`src/sv/rc4_pkg.sv`:
```
// Shared types and constants of the RC4 stream cipher.
package rc4_pkg;

   localparam int PERM_DEPTH    = 256;
   localparam int MAX_KEY_BYTES = 32;

   typedef logic [7:0] byte_type;
   typedef logic [2:0] csr_index_type;

   localparam csr_index_type CSR_KEY_LENGTH   = 3'd0;
   localparam csr_index_type CSR_KEY_LO       = 3'd1;
   localparam csr_index_type CSR_KEY_MID_LO   = 3'd2;
   localparam csr_index_type CSR_KEY_MID_HI   = 3'd3;
   localparam csr_index_type CSR_KEY_HI       = 3'd4;

   // Access bundle from the sequencer datapath to the permutation memory.
   typedef struct packed {
      logic     clr;
      byte_type rd_addr;
      logic     we;
      byte_type wr_addr;
      byte_type wr_data;
   } perm_ctl_type;

endpackage

```
`src/sv/rc4_stream_cipher.sv`:
```
// RC4 stream cipher top level: microcoded sequencer, key registers and result buffer.
// A request without start of message runs the keystream steps P0..P3; its response is then registered.
// A request with start of message first reruns key scheduling: steps K1..K3 for each permutation
// entry over one memory write port, between KINIT and KEND, before its keystream step.
// Reset (synchronous) sets the identity permutation, zero indices, key length 1, zero key;
// the permutation is cleared through valid bits at once, so no clearing pass is needed.
module rc4_stream_cipher (
   input  logic                   clock,
   input  logic                   reset,
   input  logic                   req_valid,
   output logic                   req_ready,
   input  rc4_pkg::byte_type      req_data_byte,
   input  logic                   req_start_of_message,
   output logic                   rsp_valid,
   input  logic                   rsp_ready,
   output rc4_pkg::byte_type      rsp_out_byte,
   input  logic                   csr_we,
   input  rc4_pkg::csr_index_type csr_index,
   input  logic [63:0]            csr_wdata
);
   import rc4_pkg::*;

   // The step counter addresses the control store below.
   typedef logic [3:0] step_type;

   localparam step_type STEP_WAIT  = 4'd0;
   localparam step_type STEP_P0    = 4'd1;
   localparam step_type STEP_P1    = 4'd2;
   localparam step_type STEP_P2    = 4'd3;
   localparam step_type STEP_P3    = 4'd4;
   localparam step_type STEP_KINIT = 4'd5;
   localparam step_type STEP_K1    = 4'd6;
   localparam step_type STEP_K2    = 4'd7;
   localparam step_type STEP_K3    = 4'd8;
   localparam step_type STEP_KEND  = 4'd9;

   typedef enum logic [2:0] {
      RA_ZERO, RA_I_INC, RA_J_RD, RA_J_RD_KEY, RA_SI_RD, RA_N_INC
   } rd_sel_type;

   typedef enum logic [1:0] {WR_NONE, WR_I_RD, WR_N_RD, WR_J_SI} wr_sel_type;
   typedef enum logic [1:0] {J_HOLD, J_ADD_RD, J_ADD_RD_KEY, J_ZERO} j_op_type;
   typedef enum logic [1:0] {JC_NEXT, JC_GOTO, JC_ACCEPT, JC_LOOP_N} jump_type;

   typedef struct packed {
      rd_sel_type rd_sel;
      wr_sel_type wr_sel;
      j_op_type   j_op;
      logic       inc_i;
      logic       ld_si;
      logic       ld_sj;
      logic       emit;
      logic       restart;
      logic       step_n;
      jump_type   jump;
      step_type   target;
   } ctl_word_type;

   // Control store. The keystream step is P0..P3: read S[i+1], read S[j], swap,
   // and read S[S[i]+S[j]] alongside the first swap write. Key scheduling is
   // K1..K3 per entry: read S[n] to form j, write S[n], write S[j] while the
   // read of the next entry is already issued.
   function automatic ctl_word_type ucode(input step_type step);
      ctl_word_type w;
      w = '0;
      unique case (step)
         STEP_WAIT: begin
            w.jump   = JC_ACCEPT;
            w.target = STEP_KINIT;
         end
         STEP_P0: begin
            w.inc_i  = 1'b1;
            w.rd_sel = RA_I_INC;
         end
         STEP_P1: begin
            w.ld_si  = 1'b1;
            w.j_op   = J_ADD_RD;
            w.rd_sel = RA_J_RD;
         end
         STEP_P2: begin
            w.ld_sj  = 1'b1;
            w.wr_sel = WR_I_RD;
            w.rd_sel = RA_SI_RD;
         end
         STEP_P3: begin
            w.wr_sel = WR_J_SI;
            w.emit   = 1'b1;
            w.jump   = JC_GOTO;
            w.target = STEP_WAIT;
         end
         STEP_KINIT: begin
            w.restart = 1'b1;
            w.j_op    = J_ZERO;
            w.rd_sel  = RA_ZERO;
         end
         STEP_K1: begin
            w.ld_si  = 1'b1;
            w.j_op   = J_ADD_RD_KEY;
            w.rd_sel = RA_J_RD_KEY;
         end
         STEP_K2: begin
            w.wr_sel = WR_N_RD;
         end
         STEP_K3: begin
            w.wr_sel = WR_J_SI;
            w.step_n = 1'b1;
            w.rd_sel = RA_N_INC;
            w.jump   = JC_LOOP_N;
            w.target = STEP_K1;
         end
         STEP_KEND: begin
            w.j_op   = J_ZERO;
            w.jump   = JC_GOTO;
            w.target = STEP_P0;
         end
         default: begin
            w.jump   = JC_GOTO;
            w.target = STEP_WAIT;
         end
      endcase
      return w;
   endfunction

   ctl_word_type cw;
   perm_ctl_type mem_ctl;
   byte_type     rd;

   step_type     pc_ff, pc_in;
   byte_type     i_ff, i_in;
   byte_type     j_ff, j_in;
   byte_type     n_ff, n_in;
   logic [4:0]   kidx_ff, kidx_in;
   byte_type     si_ff, sj_ff, data_ff;
   logic [5:0]   klen_ff, klen_in;
   logic [63:0]  key_ff [4];
   logic [63:0]  key_in [4];
   logic         pend_ff, pend_in;
   byte_type     pend_byte_ff;
   logic         rsp_valid_ff, rsp_valid_in;
   byte_type     rsp_byte_ff;

   logic         accept;
   logic         out_free;
   byte_type     key_byte;
   byte_type     j_rd;
   byte_type     j_rd_key;
   byte_type     t_addr;
   byte_type     ks_byte;
   byte_type     res_byte;
   logic [5:0]   klen_used;
   logic         kidx_wrap;

   assign cw        = ucode(pc_ff);
   assign req_ready = (pc_ff == STEP_WAIT) && !pend_ff;
   assign accept    = req_valid && req_ready;
   assign out_free  = !rsp_valid_ff || rsp_ready;

   // Key bytes cycle through the used length; zero counts as one and the
   // length saturates at the size of the key store.
   assign klen_used = (klen_ff == 6'd0) ? 6'd1 :
                      (klen_ff > 6'(MAX_KEY_BYTES)) ? 6'(MAX_KEY_BYTES) : klen_ff;
   assign kidx_wrap = (({1'b0, kidx_ff} + 6'd1) == klen_used);
   assign key_byte  = key_ff[kidx_ff[4:3]][{kidx_ff[2:0], 3'b000} +: 8];

   assign j_rd      = j_ff + rd;
   assign j_rd_key  = j_ff + rd + key_byte;

   // S[i] was written in the previous step and is bypassed in the memory; the
   // S[j] write lands in this step, so a hit on j takes the old S[i] directly.
   assign t_addr    = si_ff + sj_ff;
   assign ks_byte   = (t_addr == j_ff) ? si_ff : rd;
   assign res_byte  = data_ff ^ ks_byte;

   always_comb begin
      mem_ctl.clr = cw.restart;
      case (cw.rd_sel)
         RA_I_INC:    mem_ctl.rd_addr = i_ff + 8'd1;
         RA_J_RD:     mem_ctl.rd_addr = j_rd;
         RA_J_RD_KEY: mem_ctl.rd_addr = j_rd_key;
         RA_SI_RD:    mem_ctl.rd_addr = si_ff + rd;
         RA_N_INC:    mem_ctl.rd_addr = n_ff + 8'd1;
         default:     mem_ctl.rd_addr = '0;
      endcase
      mem_ctl.we      = 1'b1;
      mem_ctl.wr_addr = i_ff;
      mem_ctl.wr_data = rd;
      case (cw.wr_sel)
         WR_I_RD: begin
            mem_ctl.wr_addr = i_ff;
            mem_ctl.wr_data = rd;
         end
         WR_N_RD: begin
            mem_ctl.wr_addr = n_ff;
            mem_ctl.wr_data = rd;
         end
         WR_J_SI: begin
            mem_ctl.wr_addr = j_ff;
            mem_ctl.wr_data = si_ff;
         end
         default: begin
            mem_ctl.we = 1'b0;
         end
      endcase
   end

   rc4_perm_mem u_perm (
      .clock   (clock),
      .reset   (reset),
      .ctl     (mem_ctl),
      .rd_data (rd)
   );

   // Sequencer and index registers.
   always_comb begin
      case (cw.jump)
         JC_GOTO:   pc_in = cw.target;
         JC_ACCEPT: pc_in = !accept ? pc_ff :
                            (req_start_of_message ? cw.target : pc_ff + 4'd1);
         JC_LOOP_N: pc_in = (n_ff == 8'hFF) ? pc_ff + 4'd1 : cw.target;
         default:   pc_in = pc_ff + 4'd1;
      endcase

      i_in    = i_ff;
      n_in    = n_ff;
      kidx_in = kidx_ff;
      if (cw.restart) begin
         i_in    = '0;
         n_in    = '0;
         kidx_in = '0;
      end
      if (cw.inc_i) begin
         i_in = i_ff + 8'd1;
      end
      if (cw.step_n) begin
         n_in    = n_ff + 8'd1;
         kidx_in = kidx_wrap ? 5'd0 : kidx_ff + 5'd1;
      end

      case (cw.j_op)
         J_ADD_RD:     j_in = j_rd;
         J_ADD_RD_KEY: j_in = j_rd_key;
         J_ZERO:       j_in = '0;
         default:      j_in = j_ff;
      endcase
   end

   always_ff @(posedge clock) begin
      if (reset) begin
         pc_ff   <= STEP_WAIT;
         i_ff    <= '0;
         j_ff    <= '0;
         n_ff    <= '0;
         kidx_ff <= '0;
      end else begin
         pc_ff   <= pc_in;
         i_ff    <= i_in;
         j_ff    <= j_in;
         n_ff    <= n_in;
         kidx_ff <= kidx_in;
      end
   end

   always_ff @(posedge clock) begin
      if (accept) begin
         data_ff <= req_data_byte;
      end
      if (cw.ld_si) begin
         si_ff <= rd;
      end
      if (cw.ld_sj) begin
         sj_ff <= rd;
      end
   end

   // Configuration registers.
   always_comb begin
      klen_in = klen_ff;
      key_in  = key_ff;
      if (csr_we) begin
         unique case (csr_index)
            CSR_KEY_LENGTH: klen_in   = csr_wdata[5:0];
            CSR_KEY_LO:     key_in[0] = csr_wdata;
            CSR_KEY_MID_LO: key_in[1] = csr_wdata;
            CSR_KEY_MID_HI: key_in[2] = csr_wdata;
            CSR_KEY_HI:     key_in[3] = csr_wdata;
            default:        klen_in   = klen_ff;
         endcase
      end
   end

   always_ff @(posedge clock) begin
      if (reset) begin
         klen_ff <= 6'd1;
         key_ff  <= '{default: '0};
      end else begin
         klen_ff <= klen_in;
         key_ff  <= key_in;
      end
   end

   // Response register plus one holding slot, so a finished result can wait
   // for the consumer while the next request is accepted.
   always_comb begin
      pend_in      = pend_ff;
      rsp_valid_in = rsp_valid_ff && !rsp_ready;
      if (pend_ff && out_free) begin
         pend_in      = 1'b0;
         rsp_valid_in = 1'b1;
      end
      if (cw.emit) begin
         if (out_free) begin
            rsp_valid_in = 1'b1;
         end else begin
            pend_in = 1'b1;
         end
      end
   end

   always_ff @(posedge clock) begin
      if (reset) begin
         pend_ff      <= 1'b0;
         rsp_valid_ff <= 1'b0;
      end else begin
         pend_ff      <= pend_in;
         rsp_valid_ff <= rsp_valid_in;
      end
   end

   always_ff @(posedge clock) begin
      if (pend_ff && out_free) begin
         rsp_byte_ff <= pend_byte_ff;
      end else if (cw.emit && out_free) begin
         rsp_byte_ff <= res_byte;
      end
      if (cw.emit && !out_free) begin
         pend_byte_ff <= res_byte;
      end
   end

   assign rsp_valid    = rsp_valid_ff;
   assign rsp_out_byte = rsp_byte_ff;

   a_start_schedules: assert property (@(posedge clock) disable iff (reset)
      accept && req_start_of_message |=> pc_ff == STEP_KINIT)
      else $error("start of message did not enter key scheduling");

   a_plain_step: assert property (@(posedge clock) disable iff (reset)
      accept && !req_start_of_message |=> pc_ff == STEP_P0)
      else $error("plain request did not enter the keystream step");

   a_result_kept: assert property (@(posedge clock) disable iff (reset)
      pc_ff == STEP_P3 |=> rsp_valid_ff || pend_ff)
      else $error("finished result was dropped");

   a_pend_behind_rsp: assert property (@(posedge clock) disable iff (reset)
      pend_ff |-> rsp_valid_ff)
      else $error("holding slot full while response register is empty");

   a_schedule_complete: assert property (@(posedge clock) disable iff (reset)
      pc_ff == STEP_KEND |-> n_ff == 8'd0 && $past(pc_ff) == STEP_K3)
      else $error("key scheduling left before covering every entry");

endmodule

```
`src/sv/rc4_perm_mem.sv`:
```
// Permutation memory of the RC4 cipher with per-entry valid bits and write-first reads.
module rc4_perm_mem (
   input  logic                  clock,
   input  logic                  reset,
   input  rc4_pkg::perm_ctl_type ctl,
   output rc4_pkg::byte_type     rd_data
);
   import rc4_pkg::*;

   byte_type                mem_ff [PERM_DEPTH];
   logic [PERM_DEPTH-1:0]   valid_ff;
   logic [PERM_DEPTH-1:0]   valid_in;
   byte_type                rdat_ff;
   byte_type                raddr_ff;
   logic                    rvalid_ff;
   logic                    byp_ff;
   byte_type                bypd_ff;

   // An entry that was not written since the last clear reads as its own index.
   always_comb begin
      valid_in = ctl.clr ? '0 : valid_ff;
      if (ctl.we) begin
         valid_in[ctl.wr_addr] = 1'b1;
      end
   end

   always_ff @(posedge clock) begin
      if (reset) begin
         valid_ff <= '0;
      end else begin
         valid_ff <= valid_in;
      end
   end

   always_ff @(posedge clock) begin
      if (ctl.we) begin
         mem_ff[ctl.wr_addr] <= ctl.wr_data;
      end
      rdat_ff   <= mem_ff[ctl.rd_addr];
      raddr_ff  <= ctl.rd_addr;
      rvalid_ff <= valid_ff[ctl.rd_addr] & ~ctl.clr;
      byp_ff    <= ctl.we && (ctl.wr_addr == ctl.rd_addr);
      bypd_ff   <= ctl.wr_data;
   end

   assign rd_data = byp_ff ? bypd_ff : (rvalid_ff ? rdat_ff : raddr_ff);

endmodule

```
`config.mk`:
```
export PLATFORM = sky130hd
export DESIGN_NAME = rc4_stream_cipher
export DESIGN_NICKNAME = d
export VERILOG_FILES = /design/src/sv/rc4_pkg.sv /design/src/sv/rc4_stream_cipher.sv /design/src/sv/rc4_perm_mem.sv
export SDC_FILE = /design/constraint.sdc
export NUM_CORES = 2
export LEC_CHECK = 0
export ABC_AREA = 1
export BUFFER_PORTS_ARGS = -buffer_cell sky130_fd_sc_hd__buf_4
export CAP_MARGIN = 20
export CORE_UTILIZATION = 45
export CTS_CLUSTER_SIZE = 30
export DETAILED_ROUTE_END_ITERATION = 10
export HOLD_SLACK_MARGIN = 0.02
export PLACE_DENSITY_LB_ADDON = 0.25
export SLEW_MARGIN = 10
export SYNTH_ARGS = -nofsm -noshare
export SYNTH_HDL_FRONTEND = slang
export SYNTH_HIERARCHICAL = 1
export SYNTH_SLANG_ARGS = --single-unit
```
`constraint.sdc`:
```
create_clock -name clock -period 16.2 [get_ports clock]
set_clock_uncertainty 0.05 [all_clocks]
set_input_delay 1.62 -clock clock [delete_from_list [all_inputs] [get_ports clock]]
set_output_delay 1.62 -clock clock [all_outputs]
set_load 0.03 [all_outputs]
```
=== Yosys cells after proc, flatten, opt, wreduce, memory -nomap -nowiden ===
Memories as Yosys holds them, arrays and structs flattened. A register that Yosys moved wholly into a read port is not among the register bits.
Index checks and enable logic that the tools add are counted.

* $add $sub $neg: 9
* Magnitude comparators: 5
* Equal/unequal tests: 32
* Shift operators: 1
* Multiplexer cells: 48
* Bitwise operators: 5
* Reductions and logical operators: 30

{| class="wikitable"
|+ Operators by type and width
! cell !! number
|-
| two-way mux 256 bit || 2
|-
| bitwise OR 256 bit || 1
|-
| binary-select mux 64 bit (select 2 bit) || 1
|-
| two-way mux 64 bit || 2
|-
| two-way mux 8 bit || 8
|-
| indexed part select 64 x 7 -> 8 bit || 1
|-
| one-hot mux 8 bit (5 select lines) || 1
|-
| adder 8 bit || 4
|-
| one-hot mux 16 bit (2 select lines) || 1
|-
| one-hot mux 6 bit (4 select lines) || 1
|-
| one-hot mux 8 bit (3 select lines) || 1
|-
| less-than comparator 8 x 9 -> 1 bit, second input constant || 2
|-
| two-way mux 1 bit || 17
|-
| adder 8 x 1 -> 8 bit, second input constant || 2
|-
| equality test 4 x 3 -> 1 bit, second input constant || 4
|-
| equality test 8 bit || 2
|-
| two-way mux 5 bit || 3
|-
| one-hot mux 3 bit (5 select lines) || 1
|-
| equality test 2 bit, second input constant || 6
|-
| equality test 3 x 2 -> 1 bit, second input constant || 4
|-
| two-way mux 4 bit || 3
|-
| two-way mux 6 bit || 2
|-
| one-hot mux 2 bit (3 select lines) || 2
|-
| one-hot mux 4 bit (3 select lines) || 1
|-
| other kinds (33) || 58
|}

* Register bits: 611
* RAM bits: 2048
* Output and inout port bits: 10
* Memories kept: 1

{| class="wikitable"
|+ Memory list
! name !! words !! width !! read ports !! clocked after Yosys merged registers in !! wr ports !! RTL line !! source
|-
| u_perm.mem_ff || 256 || 8 || 1 || 1 || 1 || rc4_perm_mem.sv:10 || <nowiki>byte_type mem_ff [PERM_DEPTH];</nowiki>
|}

=== Longest topological paths before layout ===
* Depth after elaboration: 11
* Depth in mapped cells: 33

=== Hierarchy ===
The synthesis kept the hierarchy.

{| class="wikitable"
|+ Modules (own cells, without submodules)
! module !! times used !! cells an instance !! area an instance (um^2) !! seq. area each (um^2)
|-
| rc4_perm_mem || 1 || 8492 || 94674.6 || 67144.4
|-
| rc4_stream_cipher || 1 || 2362 || 16776.1 || 7146.9
|}

=== Worst setup path before layout ===
Ideal clock, no wire load.

* Path kind: reg-to-reg
* Start: register u_perm.rvalid_ff
* End: memory u_perm/mem_ff[0][1] in the netlist's numbering (data pin)
* Library setup time: 2196 ps
* Arrival time: 11264 ps
* Required time: 13954 ps
* Setup slack: 2691 ps
* Stages on the path, launching flop included: 7
* Path buffers: 1
* Cells stage by stage: dfxtp_1 > clkbuf_1 > inv_1 > nand2_1 > a21oi_1 > inv_1 > o21ai_0

{| class="wikitable"
|+ RTL lines
! element !! RTL line !! source
|-
| from (decl) || rc4_perm_mem.sv:15 || <nowiki>logic rvalid_ff;</nowiki>
|-
| from (signal assigned) || rc4_perm_mem.sv:41 || <nowiki>rvalid_ff <= valid_ff[ctl.rd_addr] & ~ctl.clr;</nowiki>
|-
| to (decl) || rc4_perm_mem.sv:10 ||
|}

==> flow_summary.json <==
{
  "outcome": "finished, final reports clean",
  "r2r_cells": 29,
  "synth_nets": 10970,
  "vias_per_cell": 5.764,
  "io_pins": 91,
  "setup_viol": 0,
  "antenna_found_initial": 5,
  "core_um2": 246200,
  "cp.required_ns": 17.05,
  "synth_top_area_cell": "edfxtp_1",
  "critical_path.most_common_cell": "nand3_1",
  "synth.avg_cell_area_um2": 10.27,
  "ys_warn_count": 6,
  "cpMaxStageDelayCell": "buf_4",
  "reg_top3": "u_perm/mem_ff: 2048 flops, key_ff: 256 flops, u_perm/valid_ff: 256 flops",
  "worstMarginPinSlew_ns": 1.228,
  "place_ws_ns": 7.143,
  "cts_resized": 0,
  "cp-start-kind": "flip-flop",
  "grt_start_max_net_pins": 215,
  "start_util_pct": 45.28,
  "cp-end-kind": "flip-flop",
  "cts_sinks": 2667,
  "place_congestion": 0.8934,
  "total_power_mw": 26.72,
  "r2r_end": "u_perm/rdat_ff[2]",
  "fin_util_pct": 50.03,
  "hold_viol": 0,
  "cts_hold_buf": 0,
  "hold_path_depth": 2,
  "rsz0062_at_grt": "false",
  "clock-root-buffer": "clkbuf_16",
  "wire_per_inst_um": 23.16,
  "die-area_um2": 249700,
  "clk_path_buf_depth": 4,
  "ys_seq_area_share_pct": 66.66,
  "io_buffers": 90,
  "drive_above_1_share_pct": 6.594,
  "largest_register": "u_perm/mem_ff",
  "die_x_um": 499.7,
  "powerDensity_nw_per_um2": 217.0,
  "slew_viol_final": 0,
  "drt-initial-drc-count": 10270,
  "cp_max_fo": 88,
  "vdd_drop_max_uv": 280.7,
  "arrival_ns": 10.03,
  "num_vias": 81800,
  "synth_area_um2": 111500,
  "power_leakage_nw": 43.76,
  "cts_setup_buffers": 0,
  "max_freq_mhz": 108.9,
  "grt_pass1_vias": 75900,
  "synthArstFlopShare_pct": 0,
  "synth-seq-cells": 2667,
  "min_period_ns": 9.185,
  "synth_ff_type": "edfxtp_1",
  "cap_viol_max_count": 0,
  "r2r_start": "kidx_ff[3]",
  "final_nets": 10770,
  "max_stage_delay_ns": 0.88,
  "syn2layout_area_growth_pct": 10.50,
  "fin_ws_ns": 7.015,
  "final_antenna_net_count": 0,
  "synth.top_cell.area_share_pct": 56.26,
  "dr.pass1.iters": 8,
  "netlist_instances": 10850,
  "drc_errors": 0,
  "drt_wl_total_um": 328700,
  "post-dp-hpwl_um": 184500,
  "reg2reg_slack_ns": 7.02,
  "critPathKind": "reg2reg",
  "insertion_delay_ns": 0.95,
  "grt_usage_pct": 25.74,
  "num_rows": 182,
  "fillers": 21710,
  "synth_area_leaders": "edfxtp_1 (56%), dfxtp_1 (10%), nand3_1 (10%)",
  "grt_first_pass_wirelength_um": 488900,
  "die_h_um": 499.7,
  "hold_end": "key_ff[126]",
  "finalCritPeriodShare_pct": 56.70,
  "hp-start": "key_ff[126]",
  "largest_register_ffs": 2048,
  "cts_tree": "yes",
  "gr-total-overflow": 0,
  "setup-tns-final_ns": 0,
  "cts_buffers": 300,
  "htree_levels": 5,
  "synth_cell_types": 55,
  "hp-class": "reg2reg",
  "relSlewSlack_pct": 18.11,
  "clk_pin_slew_ns": 0.06,
  "synth_edf_count": 2088
}
==> logic make-up after synthesis <==
family	count (synthesis)	share of synthesized area [%]
XOR/XNOR	41	0.3357
adder cells (fa/ha/maj)	38	0.4536
flip-flops	2667	66.66
buffers and inverters	1027	4.551
AND/OR/NAND/NOR	6083	23.31
AO/OA/AOI/OAI	998	4.688
==> critical path, delay by kind of cell (launching register included) <==
kind	cells	cell delay (ns)
buf+inv	8	5.54
simple gates	13	1.55
compound gates	7	0.90
flops	1	0.50
fa+ha+maj	1	0.30
==> cells in the mapped netlist, types with 10 or more instances <==
master and n:
buf_4 121, clkbuf_1 251, o22ai_1 27, xnor2_1 10, inv_1 260, o211ai_1 30, inv_2 23, o21ai_1 34
nand4_1 27, nand2_1 2601, buf_2 219, a21oi_1 455, buf_1 83, xor2_1 30, nor2_1 1086, buf_6 59
nand3_1 2314, o21ai_0 418, nand2_2 14, dfxtp_1 579, ha_1 34, nand3b_1 10, edfxtp_1 2088
==> area by class of cell <==
class / count / area, µm² / area share, %
antenna: 5 / 12.51 / 0.01016
clock buffer: 433 / 8474 / 6.881
clock inverter: 91 / 959.7 / 0.7792
inverter: 291 / 1156 / 0.9388
multi-input combinational: 7160 / 32210 / 26.16
sequential: 2667 / 74300 / 60.33
tap: 3312 / 4144 / 3.365
timing repair buffer: 231 / 1901 / 1.543
==> layer usage <==
layer | vias to the layer above | global-route usage [%] | share of wire, %
li1 | 37200 | - | -
met1 | 39990 | 34.77 | 40
met2 | 3956 | 41.05 | 47
met3 | 641 | 4.565 | 8.9
met4 | 4 | 10.43 | 3.9
met5 | - | 0 | 0.0088
==> through the flow <==
stage                     instance area [µm²]  hold WS, ns  instances
after detailed placement               113500       0.3894      13650
after CTS                              123000       0.3988      14170
after floorplan                        111500       0.3737      10850
final                                  123200       0.3964      14190
after global routing                   123100       0.4141      14190
after global placement                 113500       0.3823      13650
==> layout by cell type, fill, tap and decap left out, drive strengths merged, types with 6 or more instances in the layout <==
cell type	count
a21oi	457
a221oi	6
a31oi	7
and2	9
buf	229
bufinv	18
clkbuf	435
clkinv	68
dfxtp	579
edfxtp	2088
ha	34
inv	292
nand2	2615
nand3	2317
nand3b	10
nand4	27
nor2	1091
nor3	9
o211ai	30
o21ai	452
o221ai	6
o22ai	27
xnor2	10
xor2	30
==> how the worst max path moves through the flow <==
stage / startpoint / end / slack (ns)
CTS: kidx_ff[3] / u_perm/rdat_ff[2] / 7.14
global route: kidx_ff[3] / u_perm/rvalid_ff / 6.32
global placement: kidx_ff[3] / u_perm/rvalid_ff / 7.11
floorplan: u_perm/rvalid_ff / u_perm/mem_ff[0][1] / 2.69
detailed placement: kidx_ff[3] / u_perm/rdat_ff[2] / 7.14
finish: kidx_ff[3] / u_perm/rdat_ff[2] / 7.02
==> where the power goes <==
group | leakage, nW | total, mW | switching (mW) | internal, mW
combinational | 15.3 | 10.9 | 8.51 | 2.42
sequential | 23.8 | 9.23 | 0.0916 | 9.14
clock | 4.61 | 6.56 | 2.65 | 3.91
total | 43.8 | 26.7 | 11.3 | 15.5
No activity file was read; power rests on OpenSTA's default activity.
